**src/design/rrbd_pkg.sv**
```systemverilog
// ----------------------------------------------------------------------------
// rrbd_pkg: shared constants and types of the receive batch deframer
// Channel widths, transfer size limit and register map of the block.
// ----------------------------------------------------------------------------
`default_nettype none

package rrbd_pkg;

   // Largest transfer the deframer accepts; longer lengths saturate to it.
   localparam int unsigned MAX_TRANSFER_BYTES = 16384;

   // Fixed field widths of the channels.
   localparam int unsigned BYTE_W    = 8;
   localparam int unsigned TLEN_W    = 15;
   localparam int unsigned WORD_W    = 32;
   localparam int unsigned HDR_BYTES = 16;

   // Bytes left in a transfer: 0 .. MAX_TRANSFER_BYTES.
   localparam int unsigned TL_W  = $clog2(MAX_TRANSFER_BYTES + 1);
   // Position inside a message: below MAX_TRANSFER_BYTES + HDR_BYTES.
   localparam int unsigned POS_W = $clog2(MAX_TRANSFER_BYTES + HDR_BYTES);

   // Register port.
   localparam int unsigned CSR_ADDR_W = 3;
   localparam int unsigned CSR_DATA_W = 32;
   // Register index is taken from the word address bit.
   localparam logic        REG_PACKET_MSG_TYPE = 1'b0;

   typedef logic [BYTE_W-1:0]     byte_type;
   typedef logic [TLEN_W-1:0]     tlen_type;
   typedef logic [WORD_W-1:0]     word_type;
   typedef logic [CSR_ADDR_W-1:0] csr_addr_type;
   typedef logic [CSR_DATA_W-1:0] csr_data_type;

endpackage

`default_nettype wire

```
**src/design/rrbd_req_if.sv**
```systemverilog
// ----------------------------------------------------------------------------
// rrbd_req_if: transfer byte channel
// Carries one byte of a received transfer per item with valid/ready.
// ----------------------------------------------------------------------------
`default_nettype none

interface rrbd_req_if;
   import rrbd_pkg::*;

   logic     valid;
   logic     ready;
   byte_type data_byte;
   logic     first_of_transfer;
   tlen_type transfer_length;

   modport source (output valid, output data_byte, output first_of_transfer,
                   output transfer_length, input ready);
   modport sink   (input valid, input data_byte, input first_of_transfer,
                   input transfer_length, output ready);
endinterface

`default_nettype wire

```
**src/design/rrbd_rsp_if.sv**
```systemverilog
// ----------------------------------------------------------------------------
// rrbd_rsp_if: payload byte channel
// Each item carries one payload byte, an empty-packet marker or an error.
// ----------------------------------------------------------------------------
`default_nettype none

interface rrbd_rsp_if;
   import rrbd_pkg::*;

   logic     valid;
   logic     ready;
   byte_type out_byte;
   logic     byte_valid;
   logic     last_of_packet;
   logic     frame_error;
   word_type error_count;

   modport source (output valid, output out_byte, output byte_valid,
                   output last_of_packet, output frame_error,
                   output error_count, input ready);
   modport sink   (input valid, input out_byte, input byte_valid,
                   input last_of_packet, input frame_error,
                   input error_count, output ready);
endinterface

`default_nettype wire

```
**src/design/rndis_rx_batch_deframer_top.sv**
```systemverilog
// ----------------------------------------------------------------------------
// rndis_rx_batch_deframer_top: batched packet message deframer
// Splits a received transfer into payload bytes, one per cycle unless stalled.
// ----------------------------------------------------------------------------
// Usage:
//   req_ch carries the transfer one byte per item; first_of_transfer marks
//   the first byte and then transfer_length gives the byte count (0 counts
//   as 1, larger than MAX_TRANSFER_BYTES saturates). Each message opens with
//   a 16-byte header (type, message length, data offset, data length, all
//   little endian). rsp_ch carries each payload byte with byte_valid set,
//   last_of_packet on the final byte, or a single marker item for an empty
//   payload. A bad header, a transfer ending in a header or a payload start
//   inside the header gives one item with frame_error set; the rest of the
//   transfer is then dropped. error_count is the running error count.
//   The APB port holds packet_msg_type at address 0 (reset 1).
// Timing:
//   A result shows in the cycle after its byte is accepted. One byte is
//   taken every cycle; the only limit is the single output register, which
//   blocks a new byte only while its item waits on rsp_ch.ready.
// Reset:
//   Synchronous reset returns to idle, clears the error count and empties
//   the output register; bytes without first_of_transfer are then ignored.
// ----------------------------------------------------------------------------
`default_nettype none

module rndis_rx_batch_deframer_top (
   input  wire                   clock,
   input  wire                   reset,
   rrbd_req_if.sink              req_ch,
   rrbd_rsp_if.source            rsp_ch,
   input  wire                   psel,
   input  wire                   penable,
   input  wire                   pwrite,
   input  rrbd_pkg::csr_addr_type paddr,
   input  rrbd_pkg::csr_data_type pwdata,
   output rrbd_pkg::csr_data_type prdata,
   output logic                  pready
);
   import rrbd_pkg::*;

   typedef enum logic [3:0] {
      PH_IDLE    = 4'b0001,
      PH_HEADER  = 4'b0010,
      PH_BODY    = 4'b0100,
      PH_DISCARD = 4'b1000
   } phase_type;

   // Configuration
   word_type cfg_type_ff;

   // Deframer state
   phase_type        phase_ff, phase_in;
   logic [TL_W-1:0]  tl_ff, tl_in;
   logic [POS_W-1:0] pos_ff, pos_in;
   word_type         htype_ff, htype_in;
   word_type         mlen_ff, mlen_in;
   word_type         offs_ff, offs_in;
   word_type         plen_ff, plen_in;
   logic [POS_W-1:0] pstart_ff, pstart_in;
   logic [POS_W-1:0] pend_ff, pend_in;
   word_type         errs_ff, errs_in;

   // Output register
   logic     rsp_valid_ff;
   byte_type rsp_byte_ff;
   logic     rsp_bval_ff;
   logic     rsp_last_ff;
   logic     rsp_err_ff;
   word_type rsp_cnt_ff;

   // Result of the current byte
   logic     res_fire;
   byte_type res_byte;
   logic     res_bval;
   logic     res_last;
   logic     res_err;

   // Working values
   logic             accept;
   logic [TL_W-1:0]  tlen_clamped;
   phase_type        ph_eff;
   logic [TL_W-1:0]  tl_eff;
   logic [POS_W-1:0] pos_eff;
   logic [TL_W-1:0]  tl_dec;
   logic             xfer_done;
   logic [3:0]       hpos;
   logic [1:0]       hword;
   logic [1:0]       hlane;
   logic [POS_W-1:0] avail;
   logic [WORD_W+1:0] need;
   logic [WORD_W:0]  start_wide;
   logic             hdr_bad;
   logic             raise;
   logic [POS_W:0]   pos_inc;
   logic             csr_wr;

   assign accept       = req_ch.valid && req_ch.ready;
   assign req_ch.ready = !rsp_valid_ff || rsp_ch.ready;

   // Register port: index decoded from the word address bit.
   assign pready = 1'b1;
   assign csr_wr = psel && penable && pwrite && (paddr[2] == REG_PACKET_MSG_TYPE);
   assign prdata = (paddr[2] == REG_PACKET_MSG_TYPE) ? cfg_type_ff : '0;

   always_ff @(posedge clock) begin
      if (reset) begin
         cfg_type_ff <= word_type'(1);
      end else if (csr_wr) begin
         cfg_type_ff <= pwdata;
      end
   end

   // Clamp the transfer length into 1 .. MAX_TRANSFER_BYTES.
   always_comb begin
      if (req_ch.transfer_length == '0) begin
         tlen_clamped = TL_W'(1);
      end else if (32'(req_ch.transfer_length) > 32'(MAX_TRANSFER_BYTES)) begin
         tlen_clamped = TL_W'(MAX_TRANSFER_BYTES);
      end else begin
         tlen_clamped = TL_W'(req_ch.transfer_length);
      end
   end

   // A first byte restarts at a message header.
   assign ph_eff  = req_ch.first_of_transfer ? PH_HEADER : phase_ff;
   assign tl_eff  = req_ch.first_of_transfer ? tlen_clamped : tl_ff;
   assign pos_eff = req_ch.first_of_transfer ? '0 : pos_ff;

   assign tl_dec    = tl_eff - TL_W'(1);
   assign xfer_done = (tl_dec == '0);
   assign hpos      = pos_eff[3:0];
   assign hword     = hpos[3:2];
   assign hlane     = hpos[1:0];
   assign avail     = POS_W'(HDR_BYTES) + POS_W'(tl_dec);
   assign pos_inc   = {1'b0, pos_eff} + (POS_W+1)'(1);

   // Header checks use the length word with its final byte merged in.
   assign start_wide = {1'b0, offs_ff} + (WORD_W+1)'(8);
   assign need       = {1'b0, start_wide} + {2'b00, plen_in};
   assign hdr_bad    = (htype_ff != cfg_type_ff)
                    || (mlen_ff > WORD_W'(avail))
                    || (need > {2'b00, mlen_ff})
                    || (offs_ff < WORD_W'(8));

   always_comb begin
      phase_in  = phase_ff;
      tl_in     = tl_ff;
      pos_in    = pos_ff;
      htype_in  = htype_ff;
      mlen_in   = mlen_ff;
      offs_in   = offs_ff;
      plen_in   = plen_ff;
      pstart_in = pstart_ff;
      pend_in   = pend_ff;
      errs_in   = errs_ff;
      res_fire  = 1'b0;
      res_byte  = '0;
      res_bval  = 1'b0;
      res_last  = 1'b0;
      res_err   = 1'b0;
      raise     = 1'b0;

      if (accept) begin
         if (ph_eff == PH_IDLE || tl_eff == '0) begin
            // Stray byte outside a transfer: drop it.
            phase_in = PH_IDLE;
            tl_in    = tl_eff;
         end else begin
            phase_in = ph_eff;
            tl_in    = tl_dec;
            pos_in   = pos_eff;
            case (ph_eff)
               PH_DISCARD: begin
                  if (xfer_done) begin
                     phase_in = PH_IDLE;
                  end
               end
               PH_HEADER: begin
                  case (hword)
                     2'd0:    htype_in[8*hlane +: 8] = req_ch.data_byte;
                     2'd1:    mlen_in[8*hlane +: 8]  = req_ch.data_byte;
                     2'd2:    offs_in[8*hlane +: 8]  = req_ch.data_byte;
                     default: plen_in[8*hlane +: 8]  = req_ch.data_byte;
                  endcase
                  if (hpos != 4'hF) begin
                     pos_in = pos_inc[POS_W-1:0];
                     if (xfer_done) begin
                        raise = 1'b1;
                     end
                  end else if (hdr_bad) begin
                     raise = 1'b1;
                  end else begin
                     // Header good: payload bounds fit within the message.
                     pstart_in = start_wide[POS_W-1:0];
                     pend_in   = need[POS_W-1:0];
                     if (mlen_ff == WORD_W'(HDR_BYTES)) begin
                        pos_in   = '0;
                        phase_in = xfer_done ? PH_IDLE : PH_HEADER;
                     end else begin
                        pos_in   = POS_W'(HDR_BYTES);
                        phase_in = xfer_done ? PH_IDLE : PH_BODY;
                     end
                     if (plen_in == '0) begin
                        res_fire = 1'b1;
                        res_last = 1'b1;
                     end
                  end
               end
               PH_BODY: begin
                  if (pos_eff >= pstart_ff && pos_eff < pend_ff) begin
                     res_fire = 1'b1;
                     res_byte = req_ch.data_byte;
                     res_bval = 1'b1;
                     res_last = (pos_inc == {1'b0, pend_ff});
                  end
                  // Advance to the next message at message length.
                  if (pos_inc >= mlen_ff[POS_W:0]) begin
                     pos_in   = '0;
                     phase_in = xfer_done ? PH_IDLE : PH_HEADER;
                  end else begin
                     pos_in = pos_inc[POS_W-1:0];
                     if (xfer_done) begin
                        phase_in = PH_IDLE;
                     end
                  end
               end
               default: begin
                  phase_in = PH_IDLE;
               end
            endcase
            if (raise) begin
               errs_in  = errs_ff + WORD_W'(1);
               phase_in = xfer_done ? PH_IDLE : PH_DISCARD;
               pos_in   = '0;
               res_fire = 1'b1;
               res_err  = 1'b1;
            end
         end
      end
   end

   always_ff @(posedge clock) begin
      if (reset) begin
         phase_ff <= PH_IDLE;
         tl_ff    <= '0;
         pos_ff   <= '0;
         errs_ff  <= '0;
      end else begin
         phase_ff <= phase_in;
         tl_ff    <= tl_in;
         pos_ff   <= pos_in;
         errs_ff  <= errs_in;
      end
   end

   always_ff @(posedge clock) begin
      htype_ff  <= htype_in;
      mlen_ff   <= mlen_in;
      offs_ff   <= offs_in;
      plen_ff   <= plen_in;
      pstart_ff <= pstart_in;
      pend_ff   <= pend_in;
   end

   // Output register: load a new item, hold while stalled.
   always_ff @(posedge clock) begin
      if (reset) begin
         rsp_valid_ff <= 1'b0;
      end else if (res_fire) begin
         rsp_valid_ff <= 1'b1;
      end else if (rsp_ch.ready) begin
         rsp_valid_ff <= 1'b0;
      end
   end

   always_ff @(posedge clock) begin
      if (res_fire) begin
         rsp_byte_ff <= res_byte;
         rsp_bval_ff <= res_bval;
         rsp_last_ff <= res_last;
         rsp_err_ff  <= res_err;
         rsp_cnt_ff  <= errs_in;
      end
   end

   assign rsp_ch.valid          = rsp_valid_ff;
   assign rsp_ch.out_byte       = rsp_byte_ff;
   assign rsp_ch.byte_valid     = rsp_bval_ff;
   assign rsp_ch.last_of_packet = rsp_last_ff;
   assign rsp_ch.frame_error    = rsp_err_ff;
   assign rsp_ch.error_count    = rsp_cnt_ff;

endmodule

`default_nettype wire

```
**src/flat_wrapper.sv**
```systemverilog
// flat-port wrapper written by rule: the top's interface ports become plain ports
module rndis_rx_batch_deframer_top_flat import rrbd_pkg::*;
  (clock, reset, psel, penable, pwrite, paddr, pwdata, prdata, pready, req_ch_valid, req_ch_data_byte, req_ch_first_of_transfer, req_ch_transfer_length, req_ch_ready, rsp_ch_valid, rsp_ch_out_byte, rsp_ch_byte_valid, rsp_ch_last_of_packet, rsp_ch_frame_error, rsp_ch_error_count, rsp_ch_ready);
  rrbd_req_if req_ch_i ();
  rrbd_rsp_if rsp_ch_i ();
  input  wire clock;
  input  wire reset;
  input  wire psel;
  input  wire penable;
  input  wire pwrite;
  input  rrbd_pkg::csr_addr_type paddr;
  input  rrbd_pkg::csr_data_type pwdata;
  output rrbd_pkg::csr_data_type prdata;
  output logic pready;
  input wire logic [$bits(req_ch_i.valid)-1:0] req_ch_valid;
  input wire logic [$bits(req_ch_i.data_byte)-1:0] req_ch_data_byte;
  input wire logic [$bits(req_ch_i.first_of_transfer)-1:0] req_ch_first_of_transfer;
  input wire logic [$bits(req_ch_i.transfer_length)-1:0] req_ch_transfer_length;
  output wire logic [$bits(req_ch_i.ready)-1:0] req_ch_ready;
  output wire logic [$bits(rsp_ch_i.valid)-1:0] rsp_ch_valid;
  output wire logic [$bits(rsp_ch_i.out_byte)-1:0] rsp_ch_out_byte;
  output wire logic [$bits(rsp_ch_i.byte_valid)-1:0] rsp_ch_byte_valid;
  output wire logic [$bits(rsp_ch_i.last_of_packet)-1:0] rsp_ch_last_of_packet;
  output wire logic [$bits(rsp_ch_i.frame_error)-1:0] rsp_ch_frame_error;
  output wire logic [$bits(rsp_ch_i.error_count)-1:0] rsp_ch_error_count;
  input wire logic [$bits(rsp_ch_i.ready)-1:0] rsp_ch_ready;
  assign req_ch_i.valid = req_ch_valid;
  assign req_ch_i.data_byte = req_ch_data_byte;
  assign req_ch_i.first_of_transfer = req_ch_first_of_transfer;
  assign req_ch_i.transfer_length = req_ch_transfer_length;
  assign req_ch_ready = req_ch_i.ready;
  assign rsp_ch_valid = rsp_ch_i.valid;
  assign rsp_ch_out_byte = rsp_ch_i.out_byte;
  assign rsp_ch_byte_valid = rsp_ch_i.byte_valid;
  assign rsp_ch_last_of_packet = rsp_ch_i.last_of_packet;
  assign rsp_ch_frame_error = rsp_ch_i.frame_error;
  assign rsp_ch_error_count = rsp_ch_i.error_count;
  assign rsp_ch_i.ready = rsp_ch_ready;
  rndis_rx_batch_deframer_top u_core (.clock(clock), .reset(reset), .req_ch(req_ch_i), .rsp_ch(rsp_ch_i), .psel(psel), .penable(penable), .pwrite(pwrite), .paddr(paddr), .pwdata(pwdata), .prdata(prdata), .pready(pready));
endmodule
```
**config.mk**
```make
export PLATFORM = sky130hd
export DESIGN_NAME = rndis_rx_batch_deframer_top_flat
export DESIGN_NICKNAME = d
export VERILOG_FILES = /design/src/design/rrbd_pkg.sv /design/src/design/rrbd_req_if.sv /design/src/design/rrbd_rsp_if.sv /design/src/design/rndis_rx_batch_deframer_top.sv /design/src/flat_wrapper.sv
export SDC_FILE = /design/constraint.sdc
export NUM_CORES = 1
export LEC_CHECK = 0
export BUFFER_PORTS_ARGS = -buffer_cell sky130_fd_sc_hd__buf_2
export CORE_UTILIZATION = 55
export CTS_BUF_LIST = sky130_fd_sc_hd__clkbuf_4
export CTS_CLUSTER_SIZE = 40
export DETAILED_ROUTE_END_ITERATION = 7
export GPL_TIMING_DRIVEN = 0
export PLACE_DENSITY = 0.74
export SLEW_MARGIN = 20
export SYNTH_ARGS = -nofsm -noshare
export SYNTH_HDL_FRONTEND = slang
export SYNTH_SLANG_ARGS = --single-unit
```
**constraint.sdc**
```tcl
create_clock -name clock -period 13.5 [get_ports clock]
set_input_delay 1.35 -clock clock [delete_from_list [all_inputs] [get_ports clock]]
set_output_delay 1.35 -clock clock [all_outputs]
set_load 0.02 [all_outputs]
```
==> impl_metrics.tcl, run 1 <==
set metrics [dict create \
    cts_setup_buffers 0 \
    die_area_um2 33500 \
    ant_nets 0 \
    clock_path_buffers 3 \
    crit_path_max_fanout 30 \
    vias 15400 \
    crit_required_ps 13800 \
    io_buffers 139 \
    final_nets 2277 \
    drt_first_pass_iters 5 \
    totalWireLength_um 51800 \
    min_path_type "flip-flop to flip-flop" \
    grt_use_total_pct 30.9 \
    finalClockSkew_ps 80.8 \
    layout_common_cells "172 x nand2_1, 169 x edfxtp_1, 143 x buf_2" \
    grt_max_degree 31 \
    fin_crit_ps 12650 \
    finalMaxSlewViolations 0 \
    cts_tree "built" \
    hpwl_um 40500 \
    hold_viol_final 0 \
    core_area_um2 31900 \
    power_mw 2.04 \
    worst_slack_ps 853 \
    die_y_um 183 \
    post-route-period-util_pct 93.7 \
    place_ws_ps 439 \
    postSynthCellCount 1854 \
    crit_arrival_ps 12950 \
    power_switching_mw 0.523 \
    pwr-share-clk_pct 43.6 \
    yosysTopAreaCell "edfxtp_1" \
    cts_inserted_buffers 78 \
    setup_violations 0 \
    area_growth_pct 13.3 \
    ctsHoldBuffers 0 \
    synth.avg_cell_area_um2 9.73 \
    tightest_slew_ps 1100 \
    hold_ws_ps 443 \
    synth_cell_types 86 \
    outcome "finished clean" \
    drc 0 \
    post_cts_resized 0 \
    drive_above_1_share_pct 16.0 \
    seq_area_frac_synth_pct 42.7 \
    endpoint_kind "flip-flop" \
    syn_area_um2 18000 \
    start_util_pct 56.6 \
    p_sw_share_pct 25.7 \
    clkSinkCount 300 \
    grt_pass1_vias 14900 \
    critPathTopFamily "simple AND/OR/NAND/NOR gates" \
    rsz0062_at_grt "false" \
    dp.cells 2429 \
    maxCapViolCount 0 \
    final_common_cell "nand2_1" \
    final_cell_count_no_fill 2574 \
    yosys-top-cells-area "edfxtp_1 28%, dfxtp_1 15%, ha_1 9.4%, xnor2_1 5.0%, nand2_1 3.6%" \
    overflow 0 \
    powerDensity_nw_per_um2 99.6 \
    ios 144 \
    synth_warnings 0 \
    synth_async_sr_flop_share_pct 0 \
    syn_nets 2057 \
    drt-wirelength-per-cell_um 20.1 \
    tns_ps 0 \
    std_cell_rows 65 \
    critPathBufInv 4 \
    synth_edf_count 169 \
    p_comb_share_pct 8.7 \
    grt_first_pass_wirelength_um 79900 \
    fillers 2672 \
    clk_latency_ps 750 \
    drt_iter0_drc 1202 \
    peakVddDrop_mv 0.0479 \
    slew_headroom_pct 25.9 \
    seqPwrFrac_pct 47.8 \
    fmax_ghz 0.0791 \
    crit_slowest_cell "and2_2" \
    grt_antenna_before_repair 3 \
    internal-power_mw 1.51 \
    root_buffer "clkbuf_4" \
    die_w_um 183 \
    clkTransAtPathRegs_ps 70 \
    place_congestion 0.956 \
    vias_per_cell 5.99 \
    ff_latch_area_um2 7700 \
    synthFlopType "edfxtp_1" \
    power.leakage_nw 8.41 \
    path_class "primary input to flip-flop" \
    multiInputGateArea_um2 9750 \
    yosys.area.top_type_share_pct 28.1 \
    htree_levels 3 \
    synth_seq_cells 300 \
    crit_path_start_kind "primary input" \
    slowest_delay_ps 710 \
]
## power by group through the flow
stage	logic [mW]	clock network [mW]	registers, mW
after floorplan	0.116	0	0.990
after global placement	0.168	0	0.993
after detailed placement	0.172	0	0.993
after CTS	0.173	0.899	0.973
after global routing	0.193	0.944	0.973
final	0.176	0.887	0.973
## state kept, by name, indices dropped and copies added, names as in the netlist, 8 cells and up
| signal | count |
|---|---|
| u_core.offs_ff | 32 |
| u_core.pend_ff | 15 |
| u_core.pos_ff | 15 |
| u_core.cfg_type_ff | 32 |
| u_core.plen_ff | 32 |
| u_core.errs_ff | 32 |
| u_core.mlen_ff | 32 |
| u_core.htype_ff | 32 |
| u_core.rsp_ch.error_count | 32 |
| u_core.tl_ff | 15 |
| u_core.pstart_ff | 15 |
| u_core.rsp_ch.out_byte | 8 |
## final timing paths
| path | startpoint | end | slack (ps) | depth (start not counted) |
|---|---|---|---|---|
| worst min register to register | u_core.offs_ff[2]$_DFFE_PP_ | u_core.pstart_ff[2]$_DFFE_PP_ | 440 | 0 |
| worst max-delay path | req_ch_transfer_length[2] | u_core.pend_ff[14]$_DFFE_PP_ | 850 | 35 |
| worst min-delay path | u_core.offs_ff[2]$_DFFE_PP_ | u_core.pstart_ff[2]$_DFFE_PP_ | 440 | 0 |
| worst max register to register | u_core.tl_ff[0]$_SDFFE_PP0P_ | u_core.pend_ff[14]$_DFFE_PP_ | 2230 | 32 |
## stage by stage
stage          instance area, um2  util, %
2_1_floorplan               18000        -
3_3_place_gp                19300     60.5
3_5_place_dp                19300     60.6
4_1_cts                     20400     64.1
5_1_grt                     20400     64.1
6_report                    20400     64.1
## cell type report
class                           count  area share [%]
Timing Repair Buffer              140            3.54
Clock inverter                     37            1.57
Sequential cell                   300            37.7
Multi-Input combinational cell   1400            47.7
Clock buffer                      106            3.89
Antenna cell                        2          0.0245
Tap cell                          435            2.66
Inverter                          101            1.86
Buffer                             53            1.03
## per-layer routing
metal / vias up / GRT usage, % / wire length [um]
li1: 7276 / - / -
met2: 645 / 52.9 / 25100
met3: 137 / 5.94 / 3570
met1: 7350 / 37.5 / 20900
met5: - / 0 / 0
met4: 0 / 14.7 / 2150
## cell usage after synthesis, types with 11 or more instances
cell and n:
xor2_1 60, or3_1 12, nor4_1 46, nor3_1 34, nand2_1 172, o21a_1 11, nor2b_1 58, nor2_1 119
a21oi_1 117, and3_1 42, o21ai_0 50, edfxtp_1 169, a211oi_1 20, nand2b_1 11, nand3_1 55, a21o_1 25
and2_1 65, mux2_2 45, clkbuf_1 43, xnor2_1 103, dfxtp_1 131, nand4_1 44, inv_1 100, o211ai_1 16
ha_1 136
## logic make-up (layout without fill, tap and decap cells)
| group | Yosys count | count (layout) | share of synthesized area (%) |
|---|---|---|---|
| adders and majority gates | 137 | 137 | 9.55 |
| xor gates and xnor gates | 163 | 163 | 7.92 |
| other | 1 | 3 | 0.0208 |
| AOI/OAI and AO/OA | 341 | 341 | 12.6 |
| buffers and inverters | 154 | 437 | 3.27 |
| and+or+nand+nor | 704 | 704 | 20.7 |
| DFF | 300 | 300 | 42.7 |
| muxes | 54 | 54 | 3.34 |
Power figures use the tool's default switching activity.
==> run 2, diff against run 1 <==
--- a/config.mk
+++ b/config.mk
@@ -5,13 +5,13 @@
 export SDC_FILE = /design/constraint.sdc
 export NUM_CORES = 1
 export LEC_CHECK = 0
-export BUFFER_PORTS_ARGS = -buffer_cell sky130_fd_sc_hd__buf_2
 export CORE_UTILIZATION = 55
 export CTS_BUF_LIST = sky130_fd_sc_hd__clkbuf_4
 export CTS_CLUSTER_SIZE = 40
 export DETAILED_ROUTE_END_ITERATION = 7
+export DONT_BUFFER_PORTS = 1
 export GPL_TIMING_DRIVEN = 0
-export PLACE_DENSITY = 0.74
+export PLACE_DENSITY = 0.7
 export SLEW_MARGIN = 20
 export SYNTH_ARGS = -nofsm -noshare
 export SYNTH_HDL_FRONTEND = slang
==> constraint.sdc (replaced) <==
create_clock -name clock -period 16.4 [get_ports clock]
set_input_delay 1.64 -clock clock [delete_from_list [all_inputs] [get_ports clock]]
set_output_delay 1.64 -clock clock [all_outputs]
set_load 0.02 [all_outputs]
==> impl_metrics.tcl, run 2 (synthesis gave the netlist of run 1 again) <==
set metrics [dict create \
    outcome "finished clean" \
    clkSinkCount 300 \
    drt_iter0_drc 995 \
    die_area_um2 33500 \
    min_path_cells 2 \
    root_buffer "clkbuf_4" \
    crit_arrival_ps 13000 \
    clock_path_buffers 3 \
    area_growth_pct 9.01 \
    crit_path_start_kind "primary input" \
    grt_antenna_before_repair 3 \
    totalWireLength_um 50900 \
    grt_use_total_pct 30.6 \
    powerDensity_nw_per_um2 81.5 \
    hpwl_um 40100 \
    grt_max_degree 31 \
    place_congestion 0.945 \
    critPathTopFamily "compound AO/OA/AOI/OAI gates" \
    fmax_ghz 0.0788 \
    rsz0062_at_grt "false" \
    htree_levels 3 \
    tns_ps 0 \
    die_w_um 183 \
    place_ws_ps 3420 \
    path_class "primary input to flip-flop" \
    setup_violations 0 \
    final_nets 2137 \
    fin_crit_ps 12690 \
    start_util_pct 56.6 \
    crit_required_ps 16710 \
    worst_slack_ps 3710 \
    io_buffers 0 \
    drt-wirelength-per-cell_um 20.9 \
    finalMaxSlewViolations 0 \
    ff_latch_area_um2 7700 \
    drc 0 \
    finalClockSkew_ps 77.9 \
    endpoint_kind "flip-flop" \
    drt_first_pass_iters 8 \
    crit_top_cell "o21ai_0" \
    ant_nets 0 \
    tightest_slew_ps 1200 \
    post_cts_resized 0 \
    clk_latency_ps 750 \
    cts_inserted_buffers 77 \
    vias 14700 \
    peakVddDrop_mv 0.0359 \
    min_path_type "flip-flop to flip-flop" \
    overflow 0 \
    cts_tree "built" \
    ctsHoldBuffers 0 \
    hold_ws_ps 455 \
    vias_per_cell 6.04 \
    crit_slowest_cell "a2111oi_0" \
    slowest_delay_ps 720 \
    clkTransAtPathRegs_ps 60 \
    hold_viol_final 0 \
    layout_common_cells "172 x nand2_1, 169 x edfxtp_1, 136 x ha_1" \
    slew_headroom_pct 19.2 \
    post-route-period-util_pct 77.4 \
    worst-path-stages 35 \
    fillers 2734 \
    ios 144 \
    critPathBufInv 3 \
    die_y_um 183 \
    multiInputGateArea_um2 9760 \
    drive_above_1_share_pct 9.90 \
    rr_worst_depth 33 \
    cts_setup_buffers 0 \
    final_common_cell "nand2_1" \
    finish.utilization_pct 61.7 \
    std_cell_rows 65 \
    crit_path_max_fanout 30 \
    grt_pass1_vias 14400 \
    grt_first_pass_wirelength_um 78600 \
    core_area_um2 31900 \
    maxCapViolCount 0 \
    power.leakage_nw 7.81 \
]
## run 2: cell types whose count changed in the layout (fill, tap and decap cells not counted)
cell       previous run  this run
buf_2               143         4
clkinv_1             19        25
bufinv_16             6         3
clkbuf_4            106       103
inv_2                 1         4
diode_2               2         4
clkinv_2              9         8
clkinv_4              1         0
nor4_2                3         2
nor4_4                4         5
## run 2: where the power goes
group | internal (mW) | switching, mW
clock | 0.346 | 0.324
sequential | 0.795 | 0.00617
combinational | 0.0448 | 0.0877
total | 1.19 | 0.417
## run 2: per-layer routing
metal | share of wire (%) | GRT usage [%]
met1 | 42 | 37.7
met2 | 49 | 53.0
met3 | 6.0 | 4.83
met4 | 3.7 | 13.3
met5 | 0 | 0
## run 2: final timing paths
check	startpoint	to	slack [ps]
setup / recovery	req_ch_transfer_length[8]	u_core.pstart_ff[8]$_DFFE_PP_	3710
hold / removal	u_core.tl_ff[10]$_SDFFE_PP0P_	u_core.tl_ff[10]$_SDFFE_PP0P_	460
setup reg to reg	u_core.tl_ff[0]$_SDFFE_PP0P_	u_core.pstart_ff[8]$_DFFE_PP_	5300
hold reg to reg	u_core.tl_ff[10]$_SDFFE_PP0P_	u_core.tl_ff[10]$_SDFFE_PP0P_	460
## run 2: cell type report
type                            instances  area share, %
Clock inverter                         41           1.28
Tap cell                              435           2.77
Sequential cell                       300           39.2
Timing Repair Buffer                    1          0.140
Inverter                              101           1.93
Multi-Input combinational cell       1400           49.7
Clock buffer                          103           3.93
Buffer                                 53           1.08
Antenna cell                            4         0.0509
## run 2: through the flow
step | instances | instance area (um2) | total power [mW]
global placement | 2289 | 18600 | 0.944
detailed placement | 2290 | 18600 | 0.948
floorplan | 1854 | 18000 | 0.911
CTS | 2434 | 19600 | 1.61
global route | 2436 | 19700 | 1.66
finish | 2438 | 19700 | 1.60
## run 2: tightest hold or removal path: stages, from the launching register on
cell,delay [ps]
dfxtp_1,300
nand2_1,50
a21oi_1,50
